==> config.mk <==
export PLATFORM = sky130hd
export DESIGN_NAME = lmgs_ctrl
export DESIGN_NICKNAME = d
export VERILOG_FILES = /design/src/rtl/lmgs_pkg.sv /design/src/rtl/lmgs_ctrl.sv
export SDC_FILE = /design/constraint.sdc
export NUM_CORES = 1
export LEC_CHECK = 0
export ABC_AREA = 1
export BUFFER_PORTS_ARGS = -buffer_cell sky130_fd_sc_hd__buf_2
export CORE_AREA = 4 4 41 43
export DETAILED_ROUTE_END_ITERATION = 16
export DIE_AREA = 0 0 45 47
export PLACE_DENSITY_LB_ADDON = 0.2
export SETUP_SLACK_MARGIN = 0.1
export SKIP_CTS_REPAIR_TIMING = 1
export SLEW_MARGIN = 0
export SYNTH_ARGS = -nofsm -noshare
export SYNTH_HDL_FRONTEND = slang
export SYNTH_SLANG_ARGS = --single-unit
==> constraint.sdc <==
create_clock -name clk -period 1.4 [get_ports clk]
set_input_delay 0.28 -clock clk [delete_from_list [all_inputs] [get_ports clk]]
set_output_delay 0.28 -clock clk [all_outputs]
set_load 0.02 [all_outputs]
==> src/rtl/lmgs_pkg.sv <==
// Shared types, codes and glyph tables for the LED glyph scroller.
// No dependencies; every other file imports this package.
`default_nettype none

package lmgs_pkg;

  localparam int unsigned ROW_COUNT = 8;
  localparam int unsigned ROW_W     = 3;

  localparam logic [1:0]  MODE_IDLE = 2'd0;
  localparam logic [1:0]  MODE_UP   = 2'd1;
  localparam logic [1:0]  MODE_DOWN = 2'd2;

  localparam logic [15:0] PERIOD_RESET = 16'd100;
  localparam logic [ROW_W-1:0] LAST_ROW_IDX = 3'd7;

  localparam logic [7:0] FLOOR_FIRST = 8'd1;
  localparam logic [7:0] FLOOR_LAST  = 8'd4;

  // controller to datapath
  typedef struct packed {
    logic capture;
    logic update;
    logic emit;
  } lmgs_cmd_t;

  // datapath to controller
  typedef struct packed {
    logic row_last;
    logic out_free;
  } lmgs_sts_t;

  function automatic logic [7:0] up_arrow_row(input logic [ROW_W-1:0] idx);
    logic [7:0] r;
    unique case (idx)
      3'd0:    r = 8'h00;
      3'd1:    r = 8'h18;
      3'd2:    r = 8'h3C;
      3'd3:    r = 8'h7E;
      3'd4:    r = 8'h18;
      3'd5:    r = 8'h18;
      3'd6:    r = 8'h18;
      default: r = 8'h00;
    endcase
    return r;
  endfunction

  function automatic logic [7:0] down_arrow_row(input logic [ROW_W-1:0] idx);
    logic [7:0] r;
    unique case (idx)
      3'd0:    r = 8'h00;
      3'd1:    r = 8'h18;
      3'd2:    r = 8'h18;
      3'd3:    r = 8'h18;
      3'd4:    r = 8'h7E;
      3'd5:    r = 8'h3C;
      3'd6:    r = 8'h18;
      default: r = 8'h00;
    endcase
    return r;
  endfunction

  // sel is floor minus one
  function automatic logic [7:0] digit_row(input logic [1:0] sel,
                                           input logic [ROW_W-1:0] idx);
    logic [7:0] r;
    unique case ({sel, idx})
      5'b00_000: r = 8'h08;
      5'b00_001: r = 8'h18;
      5'b00_010: r = 8'h28;
      5'b00_011: r = 8'h08;
      5'b00_100: r = 8'h08;
      5'b00_101: r = 8'h08;
      5'b00_110: r = 8'h08;
      5'b00_111: r = 8'h7E;
      5'b01_000: r = 8'h18;
      5'b01_001: r = 8'h24;
      5'b01_010: r = 8'h24;
      5'b01_011: r = 8'h04;
      5'b01_100: r = 8'h08;
      5'b01_101: r = 8'h10;
      5'b01_110: r = 8'h20;
      5'b01_111: r = 8'h7E;
      5'b10_000: r = 8'h18;
      5'b10_001: r = 8'h24;
      5'b10_010: r = 8'h24;
      5'b10_011: r = 8'h04;
      5'b10_100: r = 8'h08;
      5'b10_101: r = 8'h24;
      5'b10_110: r = 8'h24;
      5'b10_111: r = 8'h18;
      5'b11_000: r = 8'h00;
      5'b11_001: r = 8'h08;
      5'b11_010: r = 8'h18;
      5'b11_011: r = 8'h28;
      5'b11_100: r = 8'h7E;
      5'b11_101: r = 8'h08;
      5'b11_110: r = 8'h08;
      default:   r = 8'h08;
    endcase
    return r;
  endfunction

endpackage

`default_nettype wire

==> src/rtl/lmgs_ctrl.sv <==
// Request sequencer: accept, frame update, eight-row scan.
// Depends on lmgs_pkg; drives commands into lmgs_datapath.
`default_nettype none

module lmgs_ctrl
  import lmgs_pkg::*;
(
  input  wire logic      clk,
  input  wire logic      rst_n,
  input  wire logic      in_valid,
  output logic           in_ready,
  input  wire lmgs_sts_t sts,
  output lmgs_cmd_t      cmd
);

  localparam logic [1:0] S_IDLE   = 2'd0;
  localparam logic [1:0] S_UPDATE = 2'd1;
  localparam logic [1:0] S_SCAN   = 2'd2;

  logic [1:0] state_r, state_nxt;

  assign in_ready    = (state_r == S_IDLE);
  assign cmd.capture = in_valid && in_ready;
  assign cmd.update  = (state_r == S_UPDATE);
  assign cmd.emit    = (state_r == S_SCAN) && sts.out_free;

  always_comb begin
    state_nxt = state_r;
    unique case (state_r)
      S_IDLE: begin
        if (cmd.capture) state_nxt = S_UPDATE;
      end
      S_UPDATE: begin
        state_nxt = S_SCAN;
      end
      S_SCAN: begin
        // leave after the eighth row is handed to the output register
        if (cmd.emit && sts.row_last) state_nxt = S_IDLE;
      end
      default: begin
        state_nxt = S_IDLE;
      end
    endcase
  end

  always_ff @(posedge clk) begin
    if (!rst_n) begin
      state_r <= S_IDLE;
    end else begin
      state_r <= state_nxt;
    end
  end

`ifndef SYNTH
  a_capture_to_update: assert property (@(posedge clk) disable iff (!rst_n)
    cmd.capture |=> (state_r == S_UPDATE))
    else $error("request accepted but no frame update followed");

  a_update_to_scan: assert property (@(posedge clk) disable iff (!rst_n)
    cmd.update |=> (state_r == S_SCAN) && !in_ready)
    else $error("scan did not follow frame update");

  a_scan_ends: assert property (@(posedge clk) disable iff (!rst_n)
    (cmd.emit && sts.row_last) |=> in_ready)
    else $error("not ready after last row");

  a_no_emit_idle: assert property (@(posedge clk) disable iff (!rst_n)
    in_ready |-> !cmd.emit && !cmd.update)
    else $error("datapath command while idle");
`endif

endmodule

`default_nettype wire

Yosys cells after proc, flatten, opt, wreduce, memory -nomap -nowiden
Cells that the tools add are included.
{"block": "word_totals", "out_inout_bits": 4, "rom_bits": 0, "reg_bits": 2, "mem_count": 0, "inputBits": 5, "latchBits": 0, "mem_bits_rw": 0}
{"block": "op_classes", "order_cmp": 0, "div_mod_pow": 0, "n_mul": 0, "reduce_logical": 5, "muxes": 3, "n_eq_ne": 4, "addsub": 0, "shift": 0, "n_bitwise": 0}
{"operator": "case mux 2 bit (3 select lines)", "count": 1}
{"operator": "two-way mux 2 bit", "count": 2}
{"operator": "!= test 2 x 1 -> 1 bit (second input constant)", "count": 2}
{"operator": "logical AND 1 bit", "count": 3}
{"operator": "equality test 2 x 1 -> 1 bit (second input constant)", "count": 1}
{"operator": "equality test 2 bit (second input constant)", "count": 1}
{"operator": "zero test 2 bit", "count": 1}
{"operator": "AND reduction 2 bit", "count": 1}

Longest topological paths before layout
{"block": "logic_depth", "depth_word": 5, "ltp_mapped": 3}

Worst setup path before layout
OpenSTA, ideal clock, no wires.
{"block": "synth_path", "path_kind": "register to output", "from": "register state_r[1]", "to": "output cmd[2] (netlist name)", "path_slack_ns": 0.396, "required_ns": 1.120, "arrival_ns": 0.724, "stages_incl_launch_ff": 4, "cell_sequence": "dfxtp_1 inv_2 nand2_2 nor2_1"}
{"element": "start: declaration", "line_no": "lmgs_ctrl.sv:20", "rtl": "logic [1:0] state_r, state_nxt;"}
{"element": "start signal: assignment", "line_no": "lmgs_ctrl.sv:50", "rtl": "state_r <= state_nxt;"}
{"element": "end: declaration", "line_no": "lmgs_ctrl.sv:13", "rtl": "output lmgs_cmd_t cmd"}

==> reports/results.tsv <==
stage	metric	value	unit
outcome	run_status	completed	
placement	routabilityCongestion	0.670	
grt	grt_first_pass_wirelength	469	um
grt	globalRoute.busiestLayer	met3	
setup_path	critPathSlowestCell	sky130_fd_sc_hd__dfxtp_1	
finish	final_core_util	15.6	%
setup_path	worstPathCellList	inv_2 > and3_2 > buf_2	
finish	drive_gt1_share	70.4	%
routing	detail_route.wl_per_cell	6.88	um
setup_path	r2r_setup_slack	0.75	ns
setup_path	critical_path.max_stage_delay	0.34	ns
finish	largest-register	state_r	
clock_network	clk-insertion-delay-late	0.22	ns
clock_network	cts_htree_levels	1	
clock_network	numClockSinks	2	
grt	grt.met3_usage	3.83	%
placement	dpl.hpwl	230	um
grt	grtUsageTotal	3.55	%
clock_network	cts_tree	built	
finish	synthToLayoutAreaGrowth	70.5	%
clock_network	cts-buffers-inserted	3	
timing	setup-tns-final	0	ns
setup_path	worst_r2r_endpoint	state_r[0]	
finish	layout.cell_area.non_filler	203	um^2
finish	most_frequent_cells_in_the_layout	sky130_fd_sc_hd__buf_2 (7), sky130_fd_sc_hd__inv_1 (4), sky130_fd_sc_hd__clkbuf_4 (3)	
power	power.leakage	0.112	nW
finish	reg_top3	state_r (2)	
setup_path	worst_r2r_startpoint	state_r[1]	
setup_path	number_of_cells_on_the_worst_reg_to_reg_path	3	
yosys	cell_type_with_the_largest_total_area_after_synthesis	sky130_fd_sc_hd__dfxtp_1	
setup_path	critical_path.startpoint_type	flip-flop	
setup_path	arrival_time_of_data_at_the_critical_path_endpoint	0.94	ns
finish	leading_cell_type_in_the_layout_fill_and_taps_excluded	sky130_fd_sc_hd__buf_2	
setup_path	required	1.12	ns
clock_network	clk_pin_slew_worst_paths	0.03	ns
die	chipHeight	47	um
timing	timing_hold_violations_final	0	
yosys	synthesis.nets	21	
finish	final.fill_count	160	
timing	timing.final.setup_violations	0	
grt	gr-total-overflow	0	
routing	detailedRoute.firstIterationViolations	2	
placement	buffer_ports.inserted	8	
timing	timing.slew.headroom	91.4	%
grt	gr-usage-met2	3.67	%
die	fp.dieW	45	um
yosys	yosys.cell_types.count	10	
run	cap_viol_max_count	0	
die	initial_utilization	9.13	%
yosys	yosysWarnings	0	
die	fp.dieArea	0.00212	mm^2
placement	detailed_place.area	178	um^2
routing	first_pass_iters	2	
yosys	post_synth_main_area_contributors	sky130_fd_sc_hd__dfxtp_1 (34%), sky130_fd_sc_hd__inv_1 (13%), sky130_fd_sc_hd__nand2_2 (11%)	
routing	drc	0	
grt	grt_max_degree	4	
setup_path	timing.critical_path.fanout_max	3	
min_path	hold_path_startpoint	rst_n	
min_path	min_path_type	input pin to flip-flop	
power	power.density	1170	mW/mm^2
setup_path	timing_worst_setup_path_type	flip-flop to primary output	
yosys	postSynthAreaPerCell	7.43	um^2
timing	worstMarginPinSlew	0.129	ns
setup_path	crit_path_end_kind	primary output	
grt	antenna_found_initial	0	
yosys	synth.yosys.seq_area_share	33.7	%
min_path	hold_end	state_r[1]	
yosys	postSynthCellCount	16	
routing	via_count	120	
die	fp.coreArea	0.00130	mm^2
timing	final_max_slew_violation_count	0	
power	irDropWorstVdd	0.337	mV
grt	groute.layer.met1.usage	3.62	%
setup_path	critical-path-top-delay-family	flip-flops	
timing	fmaxAchievable	0.820	GHz
timing	setup_ws	0.181	ns
die	core.rowCount	13	
timing	period_share	87.1	%
finish	finish.net_count	34	
timing	finClkSkew	0.00161	ns
grt	vias_in_the_first_global_route	127	
timing	grt_setup_unrepaired	no	
finish	insertedDiodeCount	0	
placement	dp_worst_setup_slack	0.397	ns
routing	routed_via_density	2.86	
routing	drt.antenna.violating_nets	0	
yosys	synth_top_area_share	33.7	%
clock_network	cts.root.buffer_cell	sky130_fd_sc_hd__clkbuf_4	
finish	largest_reg_flops	2	
setup_path	critical_path.n_buffers_inverters	2	
timing	layout_min_cycle_time	1.22	ns
yosys	synth.cell_area	119	um^2
min_path	hold-path-cell-count	3	
routing	totalWireLength	289	um
yosys	flip_flop_and_latch_count_after_synthesis	2	
clock_network	cts_buffer_depth	2	
die	ios	9	
## layout make-up
cell class                 count  area [um^2]  share of cell area [%]
multi-input combinational      8         56.3                    27.8
timing repair buffer           8         42.5                    21.0
sequential                     2         40.0                    19.8
clock buffer                   3         22.5                    11.1
inverter                       6         22.5                    11.1
tap                           15         18.8                    9.26
## metrics by stage
stage               hold WS (ns)  power (mW)  instances
finish                     0.313       0.238         42
global route               0.321       0.254         42
CTS                        0.303       0.247         42
detailed placement         0.490       0.114         39
global placement           0.483       0.113         39
floorplan                  0.429      0.0970         16
## tightest hold or removal path, delay by kind of cell
family | cells | cell delay (ns)
buffers and inverters | 2 | 0.12
AO/OA/AOI/OAI | 1 | 0.09
## power breakdown
part | total, mW | leakage (nW) | switching, mW | internal (mW)
clock network | 0.124 | 0.0138 | 0.0295 | 0.0942
registers | 0.0647 | 0.0165 | 0.00333 | 0.0614
logic | 0.0493 | 0.0815 | 0.0296 | 0.0197
## kinds of logic (layout without fill, tap and decap cells)
logic type | Yosys count | count (layout) | share of synthesized area [%]
DFF | 2 | 2 | 33.7
AOI/OAI and AO/OA | 1 | 1 | 7.37
and+or+nand+nor | 7 | 7 | 40.0
buffers and inverters | 6 | 17 | 18.9
## layer usage
metal | routed length (um) | part of all wire, % | up-vias
met1 | 151 | 52 | 43
li1 | - | - | 68
met3 | 61 | 21 | 0
met5 | 0 | 0 | -
met4 | 0 | 0 | 0
met2 | 76 | 26 | 9
## cells in the mapped netlist
library cell / count
sky130_fd_sc_hd__inv_1: 4
sky130_fd_sc_hd__a21oi_2: 1
sky130_fd_sc_hd__nor3_2: 1
sky130_fd_sc_hd__nand3_2: 1
sky130_fd_sc_hd__dfxtp_1: 2
sky130_fd_sc_hd__inv_2: 2
sky130_fd_sc_hd__nand2_1: 1
sky130_fd_sc_hd__nor2_1: 1
sky130_fd_sc_hd__nand2_2: 2
sky130_fd_sc_hd__and3_2: 1
## worst max path at each step
stage	start	endpoint	cells past startpoint
after floorplan	state_r[1]	cmd[2]	3
after global placement	sts[0]	cmd[0]	3
after detailed placement	sts[0]	cmd[0]	3
after CTS	state_r[1]	cmd[2]	4
after global routing	state_r[1]	cmd[2]	4
final	state_r[0]	cmd[0]	3
Power figures use the tool's default switching activity.
