[config.mk]
export PLATFORM = sky130hd
export DESIGN_NAME = lmgs_datapath
export DESIGN_NICKNAME = d
export VERILOG_FILES = /design/src/rtl/lmgs_pkg.sv /design/src/rtl/lmgs_datapath.sv
export SDC_FILE = /design/constraint.sdc
export NUM_CORES = 1
export LEC_CHECK = 0
export ABC_AREA = 1
export BUFFER_PORTS_ARGS = -buffer_cell sky130_fd_sc_hd__buf_4
export CORE_ASPECT_RATIO = 0.8
export CORE_MARGIN = 1.5
export CORE_UTILIZATION = 63
export CTS_BUF_LIST = sky130_fd_sc_hd__clkbuf_4 sky130_fd_sc_hd__clkbuf_8
export DETAILED_ROUTE_END_ITERATION = 8
export GPL_ROUTABILITY_DRIVEN = 1
export PLACE_DENSITY = 0.83
export SLEW_MARGIN = 0
export SYNTH_ARGS = -nofsm -noshare
export SYNTH_HDL_FRONTEND = slang
export SYNTH_SLANG_ARGS = --single-unit
[constraint.sdc]
create_clock -name clk -period 5.7 [get_ports clk]
set_clock_uncertainty 0.05 [all_clocks]
set_input_delay 0.57 -clock clk [delete_from_list [all_inputs] [get_ports clk]]
set_output_delay 0.57 -clock clk [all_outputs]
set_load 0.02 [all_outputs]
[src/rtl/lmgs_pkg.sv]
// Shared types, codes and glyph tables for the LED glyph scroller.
// No dependencies; every other file imports this package.
`default_nettype none

package lmgs_pkg;

  localparam int unsigned ROW_COUNT = 8;
  localparam int unsigned ROW_W     = 3;

  localparam logic [1:0]  MODE_IDLE = 2'd0;
  localparam logic [1:0]  MODE_UP   = 2'd1;
  localparam logic [1:0]  MODE_DOWN = 2'd2;

  localparam logic [15:0] PERIOD_RESET = 16'd100;
  localparam logic [ROW_W-1:0] LAST_ROW_IDX = 3'd7;

  localparam logic [7:0] FLOOR_FIRST = 8'd1;
  localparam logic [7:0] FLOOR_LAST  = 8'd4;

  // controller to datapath
  typedef struct packed {
    logic capture;
    logic update;
    logic emit;
  } lmgs_cmd_t;

  // datapath to controller
  typedef struct packed {
    logic row_last;
    logic out_free;
  } lmgs_sts_t;

  function automatic logic [7:0] up_arrow_row(input logic [ROW_W-1:0] idx);
    logic [7:0] r;
    unique case (idx)
      3'd0:    r = 8'h00;
      3'd1:    r = 8'h18;
      3'd2:    r = 8'h3C;
      3'd3:    r = 8'h7E;
      3'd4:    r = 8'h18;
      3'd5:    r = 8'h18;
      3'd6:    r = 8'h18;
      default: r = 8'h00;
    endcase
    return r;
  endfunction

  function automatic logic [7:0] down_arrow_row(input logic [ROW_W-1:0] idx);
    logic [7:0] r;
    unique case (idx)
      3'd0:    r = 8'h00;
      3'd1:    r = 8'h18;
      3'd2:    r = 8'h18;
      3'd3:    r = 8'h18;
      3'd4:    r = 8'h7E;
      3'd5:    r = 8'h3C;
      3'd6:    r = 8'h18;
      default: r = 8'h00;
    endcase
    return r;
  endfunction

  // sel is floor minus one
  function automatic logic [7:0] digit_row(input logic [1:0] sel,
                                           input logic [ROW_W-1:0] idx);
    logic [7:0] r;
    unique case ({sel, idx})
      5'b00_000: r = 8'h08;
      5'b00_001: r = 8'h18;
      5'b00_010: r = 8'h28;
      5'b00_011: r = 8'h08;
      5'b00_100: r = 8'h08;
      5'b00_101: r = 8'h08;
      5'b00_110: r = 8'h08;
      5'b00_111: r = 8'h7E;
      5'b01_000: r = 8'h18;
      5'b01_001: r = 8'h24;
      5'b01_010: r = 8'h24;
      5'b01_011: r = 8'h04;
      5'b01_100: r = 8'h08;
      5'b01_101: r = 8'h10;
      5'b01_110: r = 8'h20;
      5'b01_111: r = 8'h7E;
      5'b10_000: r = 8'h18;
      5'b10_001: r = 8'h24;
      5'b10_010: r = 8'h24;
      5'b10_011: r = 8'h04;
      5'b10_100: r = 8'h08;
      5'b10_101: r = 8'h24;
      5'b10_110: r = 8'h24;
      5'b10_111: r = 8'h18;
      5'b11_000: r = 8'h00;
      5'b11_001: r = 8'h08;
      5'b11_010: r = 8'h18;
      5'b11_011: r = 8'h28;
      5'b11_100: r = 8'h7E;
      5'b11_101: r = 8'h08;
      5'b11_110: r = 8'h08;
      default:   r = 8'h08;
    endcase
    return r;
  endfunction

endpackage

`default_nettype wire

[src/rtl/lmgs_datapath.sv]
// Frame store, scroll timers and phases, row counter and output register.
// Depends on lmgs_pkg; commanded by lmgs_ctrl.
`default_nettype none

module lmgs_datapath
  import lmgs_pkg::*;
(
  input  wire logic        clk,
  input  wire logic        rst_n,
  input  wire logic        cfg_we,
  input  wire logic [15:0] cfg_wdata,
  input  wire logic [1:0]  in_mode,
  input  wire logic [7:0]  in_floor,
  input  wire logic [31:0] in_now_ms,
  input  wire lmgs_cmd_t   cmd,
  output lmgs_sts_t        sts,
  input  wire logic        out_ready,
  output logic             out_valid,
  output logic [7:0]       out_row_select,
  output logic [7:0]       out_column_bits,
  output logic             out_last_row
);

  logic [15:0]      period_r;
  logic [1:0]       mode_r;
  logic [7:0]       floor_r;
  logic [31:0]      now_r;
  logic [31:0]      up_last_r, down_last_r;
  logic [ROW_W-1:0] up_phase_r, down_phase_r;
  logic [7:0]       frame_r   [ROW_COUNT];
  logic [7:0]       frame_nxt [ROW_COUNT];
  logic [ROW_W-1:0] row_r;
  logic             out_valid_r;
  logic [7:0]       row_sel_r, col_r;
  logic             last_r;

  logic [31:0] elapsed;
  logic        advance;
  logic        floor_ok;
  logic [1:0]  digit_sel;

  // elapsed time wraps modulo 2^32
  assign elapsed   = now_r - ((mode_r == MODE_UP) ? up_last_r : down_last_r);
  assign advance   = (elapsed >= {16'd0, period_r});
  assign floor_ok  = (floor_r >= FLOOR_FIRST) && (floor_r <= FLOOR_LAST);
  assign digit_sel = 2'(floor_r - FLOOR_FIRST);

  always_comb begin
    for (int i = 0; i < ROW_COUNT; i++) begin
      frame_nxt[i] = frame_r[i];
      case (mode_r)
        MODE_UP: begin
          if (advance) frame_nxt[i] = up_arrow_row(ROW_W'(i) + up_phase_r);
        end
        MODE_DOWN: begin
          if (advance) frame_nxt[i] = down_arrow_row(ROW_W'(i) - down_phase_r);
        end
        default: begin
          // idle and the unused code show the floor digit, if it has one
          if (floor_ok) frame_nxt[i] = digit_row(digit_sel, ROW_W'(i));
        end
      endcase
    end
  end

  always_ff @(posedge clk) begin
    if (cmd.capture) begin
      mode_r  <= in_mode;
      floor_r <= in_floor;
      now_r   <= in_now_ms;
    end
    if (cmd.emit) begin
      row_sel_r <= ~(8'd1 << row_r);
      col_r     <= frame_r[row_r];
      last_r    <= (row_r == LAST_ROW_IDX);
    end
  end

  always_ff @(posedge clk) begin
    if (!rst_n) begin
      period_r     <= PERIOD_RESET;
      up_last_r    <= '0;
      down_last_r  <= '0;
      up_phase_r   <= '0;
      down_phase_r <= '0;
      row_r        <= '0;
      out_valid_r  <= 1'b0;
      for (int i = 0; i < ROW_COUNT; i++) frame_r[i] <= '0;
    end else begin
      if (cfg_we) period_r <= cfg_wdata;
      if (cmd.update) begin
        frame_r <= frame_nxt;
        if (mode_r == MODE_UP && advance) begin
          up_last_r  <= now_r;
          up_phase_r <= up_phase_r + ROW_W'(1);
        end
        if (mode_r == MODE_DOWN && advance) begin
          down_last_r  <= now_r;
          down_phase_r <= down_phase_r + ROW_W'(1);
        end
      end
      if (cmd.emit) begin
        row_r       <= row_r + ROW_W'(1);
        out_valid_r <= 1'b1;
      end else if (out_ready) begin
        out_valid_r <= 1'b0;
      end
    end
  end

  assign sts.row_last = (row_r == LAST_ROW_IDX);
  assign sts.out_free = !out_valid_r || out_ready;

  assign out_valid       = out_valid_r;
  assign out_row_select  = row_sel_r;
  assign out_column_bits = col_r;
  assign out_last_row    = last_r;

`ifndef SYNTH
  a_emit_valid: assert property (@(posedge clk) disable iff (!rst_n)
    cmd.emit |=> out_valid_r)
    else $error("row loaded but output not valid");

  a_one_cold: assert property (@(posedge clk) disable iff (!rst_n)
    out_valid_r |-> $onehot(~row_sel_r))
    else $error("row select is not one-cold");

  a_last_matches: assert property (@(posedge clk) disable iff (!rst_n)
    out_valid_r |-> (last_r == !row_sel_r[ROW_COUNT-1]))
    else $error("last row flag does not match row select");

  a_no_overwrite: assert property (@(posedge clk) disable iff (!rst_n)
    (out_valid_r && !out_ready) |-> !cmd.emit)
    else $error("output register overwritten while held");

  a_row_zero_on_update: assert property (@(posedge clk) disable iff (!rst_n)
    cmd.update |-> (row_r == '0))
    else $error("scan counter not at row zero at frame update");
`endif

endmodule

`default_nettype wire

* Word level (Yosys, flattened, before mapping) *
Index checks and enable logic that the tools add are counted.

cells by class
  multipliers = 0
  shift operators = 1
  reductions and logical operators = 31
  div/mod/pow operators = 0
  mux-type cells = 62
  equality and inequality tests = 104
  add/subtract/negate cells = 19
  bitwise gates (word level) = 2
  order comparisons = 4

operators by type and width
  kind                   number
  $pmux W7 S3            16
  $mux W8                26
  $eq A3 B3 Y1 const B   49
  $pmux W8 S2            9
  $pmux W8 S3            6
  $eq A3 B2 Y1 const B   32
  $reduce_or A4 Y1       16
  $eq A3 B1 Y1 const B   16
  $ge A32 B16 Y1         1
  $mux W32               1
  $sub A32 B32 Y32       1
  $bmux W8 S3            1
  $pmux W7 S2            1
  $add A3 B3 Y3 const A  4
  $sub A3 B3 Y3 const A  4
  $add A3 B1 Y3 const B  3
  $ge A8 B1 Y1 const B   1
  $le A8 B3 Y1 const B   1
  $not A8 Y8             1
  $shl A1 B3 Y8 const A  1
  $add A2 B3 Y3 const A  2
  $eq A2 B2 Y1 const B   3
  $reduce_or A2 Y1       3
  $sub A1 B3 Y3 const A  2
  16 further kinds       23

storage, ports and cells
  ROM bits = 0
  register bits = 213
  latch bits = 0
  memories = 0
  memory bits (writable) = 0

* Depth between registers and ports, before layout *
  word-level depth = 6
  mapped depth = 36
  mapped depth without buffers = 32

* Worst setup path after synthesis *
OpenSTA, ideal clock, no wires.

  path type = reg-to-reg
  start point = reg mode_r[0]
  end point = reg up_last_r[1]
  cell stages (with the launch flop) = 34
  data arrival time = 4.299 ns
  clock period less this slack = 4.465 ns
  setup slack = 1.235 ns
  required time = 5.534 ns
  setup time = 0.116 ns
  buffers on the path = 6
  cell sequence = edfxtp_1 ha_1 clkbuf_1 inv_1 clkbuf_1 buf_1 nand2_1 o21ai_0 ha_1 buf_2 nand2_1 nand3_1 nand2_1 nand2_1 nand3_1 nand2_1 xor2_1 ha_1 a21oi_1 nor2_1 a211oi_1 nand2_1 nor2_1 nand3_1 nor2_1 nand2_1 nor2_2 nand2_2 nand3_1 buf_4 inv_4 buf_6 nor2_1 nor2_1

between the ends
  longest elaborated chain between the ends = 6

ends and longest elaborated chain
  what                             line                                      source
  from (decl)                      lmgs_datapath.sv:25                       logic [1:0] mode_r;
  from (signal assigned)           lmgs_datapath.sv:68                       mode_r <= in_mode;
  $eq A2 B1 Y1 (*)                 lmgs_datapath.sv:43, lmgs_datapath.sv:93
  $mux W32                         lmgs_datapath.sv:43                       assign elapsed = now_r - ((mode_r == MODE_UP) ? up_last_r : down_last_r);
  $sub A32 B32 Y32                 lmgs_datapath.sv:43
  $ge A32 B16 Y1                   lmgs_datapath.sv:44                       assign advance = (elapsed >= {16'd0, period_r});
  $logic_and A1 B1 Y1 (*)          lmgs_datapath.sv:93                       if (mode_r == MODE_UP && advance) begin
  $reduce_and A2 Y1 (no line) (*)  -
  to (signal assigned)             lmgs_datapath.sv:94                       up_last_r <= now_r;
  to (decl)                        lmgs_datapath.sv:28                       logic [31:0] up_last_r, down_last_r;

Every way passes the cells marked *; elsewhere a longest branch is shown, timed or not.
A chain may end at the register's enable or synchronous reset.

* Worst setup path after layout *
  start point = reg mode_r[0]
  end point = reg frame_r[49] (netlist name)

between the ends
  longest elaborated chain between the ends = 6
  elaborated cells between the ends (all ways) = 10
  classes of those cells = add/sub: 1; order compare: 1; eq/ne: 4; mux: 2; reduce/logical: 2

ends and longest elaborated chain
  what                         line                                      source
  $eq A2 B1 Y1                 lmgs_datapath.sv:43, lmgs_datapath.sv:51
  $mux W32                     lmgs_datapath.sv:43
  $sub A32 B32 Y32             lmgs_datapath.sv:43
  $ge A32 B16 Y1               lmgs_datapath.sv:44
  $ne A2 B2 Y1 (no line)       -
  $reduce_and A4 Y1 (no line)  -
  to (signal assigned)         lmgs_datapath.sv:92                       frame_r <= frame_nxt;
  to (decl)                    lmgs_datapath.sv:30                       logic [7:0] frame_r [ROW_COUNT];

Several ways; a longest one is shown, not always the timed one.

==> impl_metrics.py <==
metrics = {
    "routing": {
        "drc": 0,
        "detail_route.wl_per_cell_um": 15.26,
        "vias_per_cell": 5.534,
        "vias": 10204,
        "ant_nets": 0,
        "drt_iter0_markers": 987,
        "wl_mm": 28.13,
        "first_pass_iters": 7,
    },
    "min_path": {
        "min_path_type": "in -> reg",
    },
    "power_and_ir_drop": {
        "p_clk_share_pct": 25.6,
        "intPower_mw": 2.171,
        "switching_power_mw": 1.290,
        "vdd_drop_max_mv": 0.2456,
        "swShare_pct": 37.27,
        "p_leak_nw": 5.724,
        "p_per_area_nw_per_um2": 285.9,
        "seqPwrFrac_pct": 43.0,
        "finalPower_mw": 3.460,
        "combPwrFrac_pct": 31.4,
    },
    "synth": {
        "ys_top_cells_by_area": "dfxtp_1 (23%), edfxtp_1 (15%), nand2_1 (12%)",
        "yosysMostFrequentCell": "nand2_1",
        "ys_types": 43,
        "yosysTopAreaCell": "dfxtp_1",
        "synth_seq_cells": 181,
        "mappedNetlistArea_um2": 11060,
        "synth_top_area_share_pct": 22.63,
        "synth-simple-area-share_pct": 24.41,
        "synthAdderAreaFrac_pct": 11.05,
        "ys_seq_area_share_pct": 37.85,
        "synth-async-reset-ratio_pct": 0,
        "synth-xor-area-share_pct": 1.426,
        "ys.flop_type": "dfxtp_1",
        "synth_edf_count": 56,
        "synth_mux_area_share_pct": 0,
        "netlist_instances": 1559,
        "synthTopCellsByCount": "nand2_1 (366), inv_1 (190), nor2_1 (186)",
        "synth_compound_area_share_pct": 15.39,
        "avgSynthCellArea_um2": 7.091,
        "ys_warn_count": 0,
        "synth_top_family_by_area": "simple AND/OR/NAND/NOR gates",
    },
    "placement": {
        "portBuffers": 82,
        "place_inst": 1812,
        "gp_congestion": 0.9721,
        "dp_hpwl_mm": 20.92,
        "placed_area_um2": 11710,
    },
    "critical_path": {
        "end_kind": "flip-flop",
        "arrival_ns": 5.41,
        "crit_path_start_kind": "flip-flop",
        "cp_max_fo": 53,
        "critPathKind": "reg -> reg",
        "cpMostUsedCell": "nand2_1",
        "cp_slowest_cell": "fa_1",
        "cp_slowest_stage_delay_ns": 0.51,
        "cp_data_required_time_ns": 6.01,
    },
    "layout": {
        "multi_input_area_um2": 5787,
        "final_core_util_pct": 70.09,
        "final_nets": 1768,
        "fillCellCount": 1504,
        "final_cells": 1844,
        "diodes": 0,
        "area_growth_syn_to_layout_pct": 9.496,
        "drive_gt1_share_pct": 9.389,
        "ff_latch_area_um2": 4184,
        "finalInstanceArea_um2": 12110,
    },
    "clock_tree": {
        "root_buffer": "clkbuf_8",
        "cts_buffer_depth": 2,
        "cts.sinks": 181,
        "worstSkewPairLatency_ns": 0.48,
        "cts_hold_buf": 0,
        "cts_resized": 0,
        "clk_pin_slew_ns": 0.11,
        "cts_inserted_buffers": 17,
        "post-cts-setup-buffers": 0,
        "htreeDepth": 4,
        "cts_tree": "yes",
    },
    "timing": {
        "fmax_mhz": 196.0,
        "finalCriticalPeriod_ns": 5.102,
        "hold_violations": 0,
        "max_slew_margin_pct": 53.10,
        "worst_pin_slew_ns": 0.7025,
        "rsz0062_at_grt": "false",
        "setup-tns-final_ns": 0,
        "setup_violations": 0,
        "final-max-slew-violation-count": 0,
        "finalCritPeriodShare_pct": 89.51,
    },
    "die": {
        "fp-row-count": 43,
        "coreArea_um2": 17270,
        "initial_core_util_pct": 64.02,
        "io_pins": 85,
        "die_h_um": 121.5,
        "die_w_um": 151.1,
        "dieArea_um2": 18360,
    },
    "global_route": {
        "overflow": 0,
        "globalRouteTotalUtil_pct": 31.34,
        "grt_max_degree": 59,
        "antenna_found_initial": 0,
        "grt_pass1_vias": 9009,
        "grt_pass1_wl_mm": 44.86,
    },
    "outcome": {
        "status": "finished clean",
    },
    "flow_run": {
        "cap_violations": 0,
    },
}
[worst max-delay path: cells and delay by family, from the launching register on]
| family | cells | cell delay, ns |
|---|---|---|
| flops | 1 | 0.41 |
| compound gates | 2 | 0.42 |
| buf+inv | 2 | 0.35 |
| fa+ha+maj | 3 | 1.01 |
| simple gates | 21 | 2.44 |
| xor+xnor | 1 | 0.24 |
[final timing paths]
kind             startpoint             end  slack [ns]  cells after the start
max               mode_r[0]     frame_r[49]        0.60                     29
min           in_now_ms[11]       now_r[11]        0.21                      1
max reg2reg       mode_r[0]     frame_r[49]        0.60                     29
min reg2reg  down_last_r[0]  down_last_r[0]        0.41                      2
[power by group through the flow]
stage | clock (mW) | sequential (mW) | combinational, mW
floorplan | 0 | 1.50 | 0.782
global placement | 0 | 1.51 | 1.04
finish | 0.887 | 1.49 | 1.09
CTS | 0.893 | 1.49 | 1.07
global route | 0.944 | 1.50 | 1.23
detailed placement | 0 | 1.51 | 1.06
[cells in the final DEF (no fill, tap or decap), types with 2 or more instances in the layout]
cell        Yosys  routed
inv_2          13      13
nand3b_1        3       3
or2_2           4       4
conb_1          1       2
nand4_1        12      12
o21ai_0       138     138
a32o_1          2       2
nor2_1        186     186
clkinvlp_4      0       4
clkinv_8        0       2
inv_1         190     190
nor3_1         10      10
ha_1           96      96
o21bai_1        4       4
nand2_2         3       3
inv_8           0       2
nand3_1        74      74
o22ai_1         5       5
o31ai_1         6       6
a31oi_1         5       5
xnor2_1         2       2
nand2_1       366     366
a211oi_1        3       3
a21oi_1       141     141
o21ai_1        17      17
clkbuf_8        0      17
nor2_2          5       5
dfxtp_1       125     125
xor2_1         16      16
buf_4           6      91
edfxtp_1       56      56
inv_6           0       4
[flip-flops by register name (all words and copies together) (netlist names), 2 cells and up]
signal and flops:
out_row_select 8, down_last_r 32, up_last_r 32, row_r 3, floor_r 8, mode_r 2, period_r 16, up_phase_r 3
down_phase_r 3, out_column_bits 5, now_r 32, frame_r 35
[logic make-up after synthesis]
family                   Yosys count
AO/OA/AOI/OAI                    326
XOR/XNOR                          18
adder cells (fa/ha/maj)           97
buffers and inverters            269
flip-flops                       181
other                              1
AND/OR/NAND/NOR                  667
[per-stage QoR]
step           hold slack [ns]  setup WS (ns)
6_report                0.2054         0.5980
5_1_grt                 0.1858        0.08275
4_1_cts                 0.1940         0.6682
3_5_place_dp            0.3932         0.6872
3_3_place_gp            0.3909         0.7541
2_1_floorplan           0.3752          1.235
[final cells by class]
class | instances | area share, %
Clock inverter | 15 | 1.354
Clock buffer | 17 | 1.933
Multi-Input combinational cell | 1110 | 47.80
Inverter | 205 | 6.377
Timing Repair Buffer | 91 | 5.643
Sequential cell | 181 | 34.56
Tap cell | 225 | 2.326
[metal layers]
metal	global-route usage (%)	up-vias	part of all wire, %
li1	-	5130	-
met1	47.14	4659	49
met2	46.23	376	42
met3	5.113	39	7.8
met4	8.252	0	1.4
met5	0	-	0
Power figures use the tool's default switching activity.
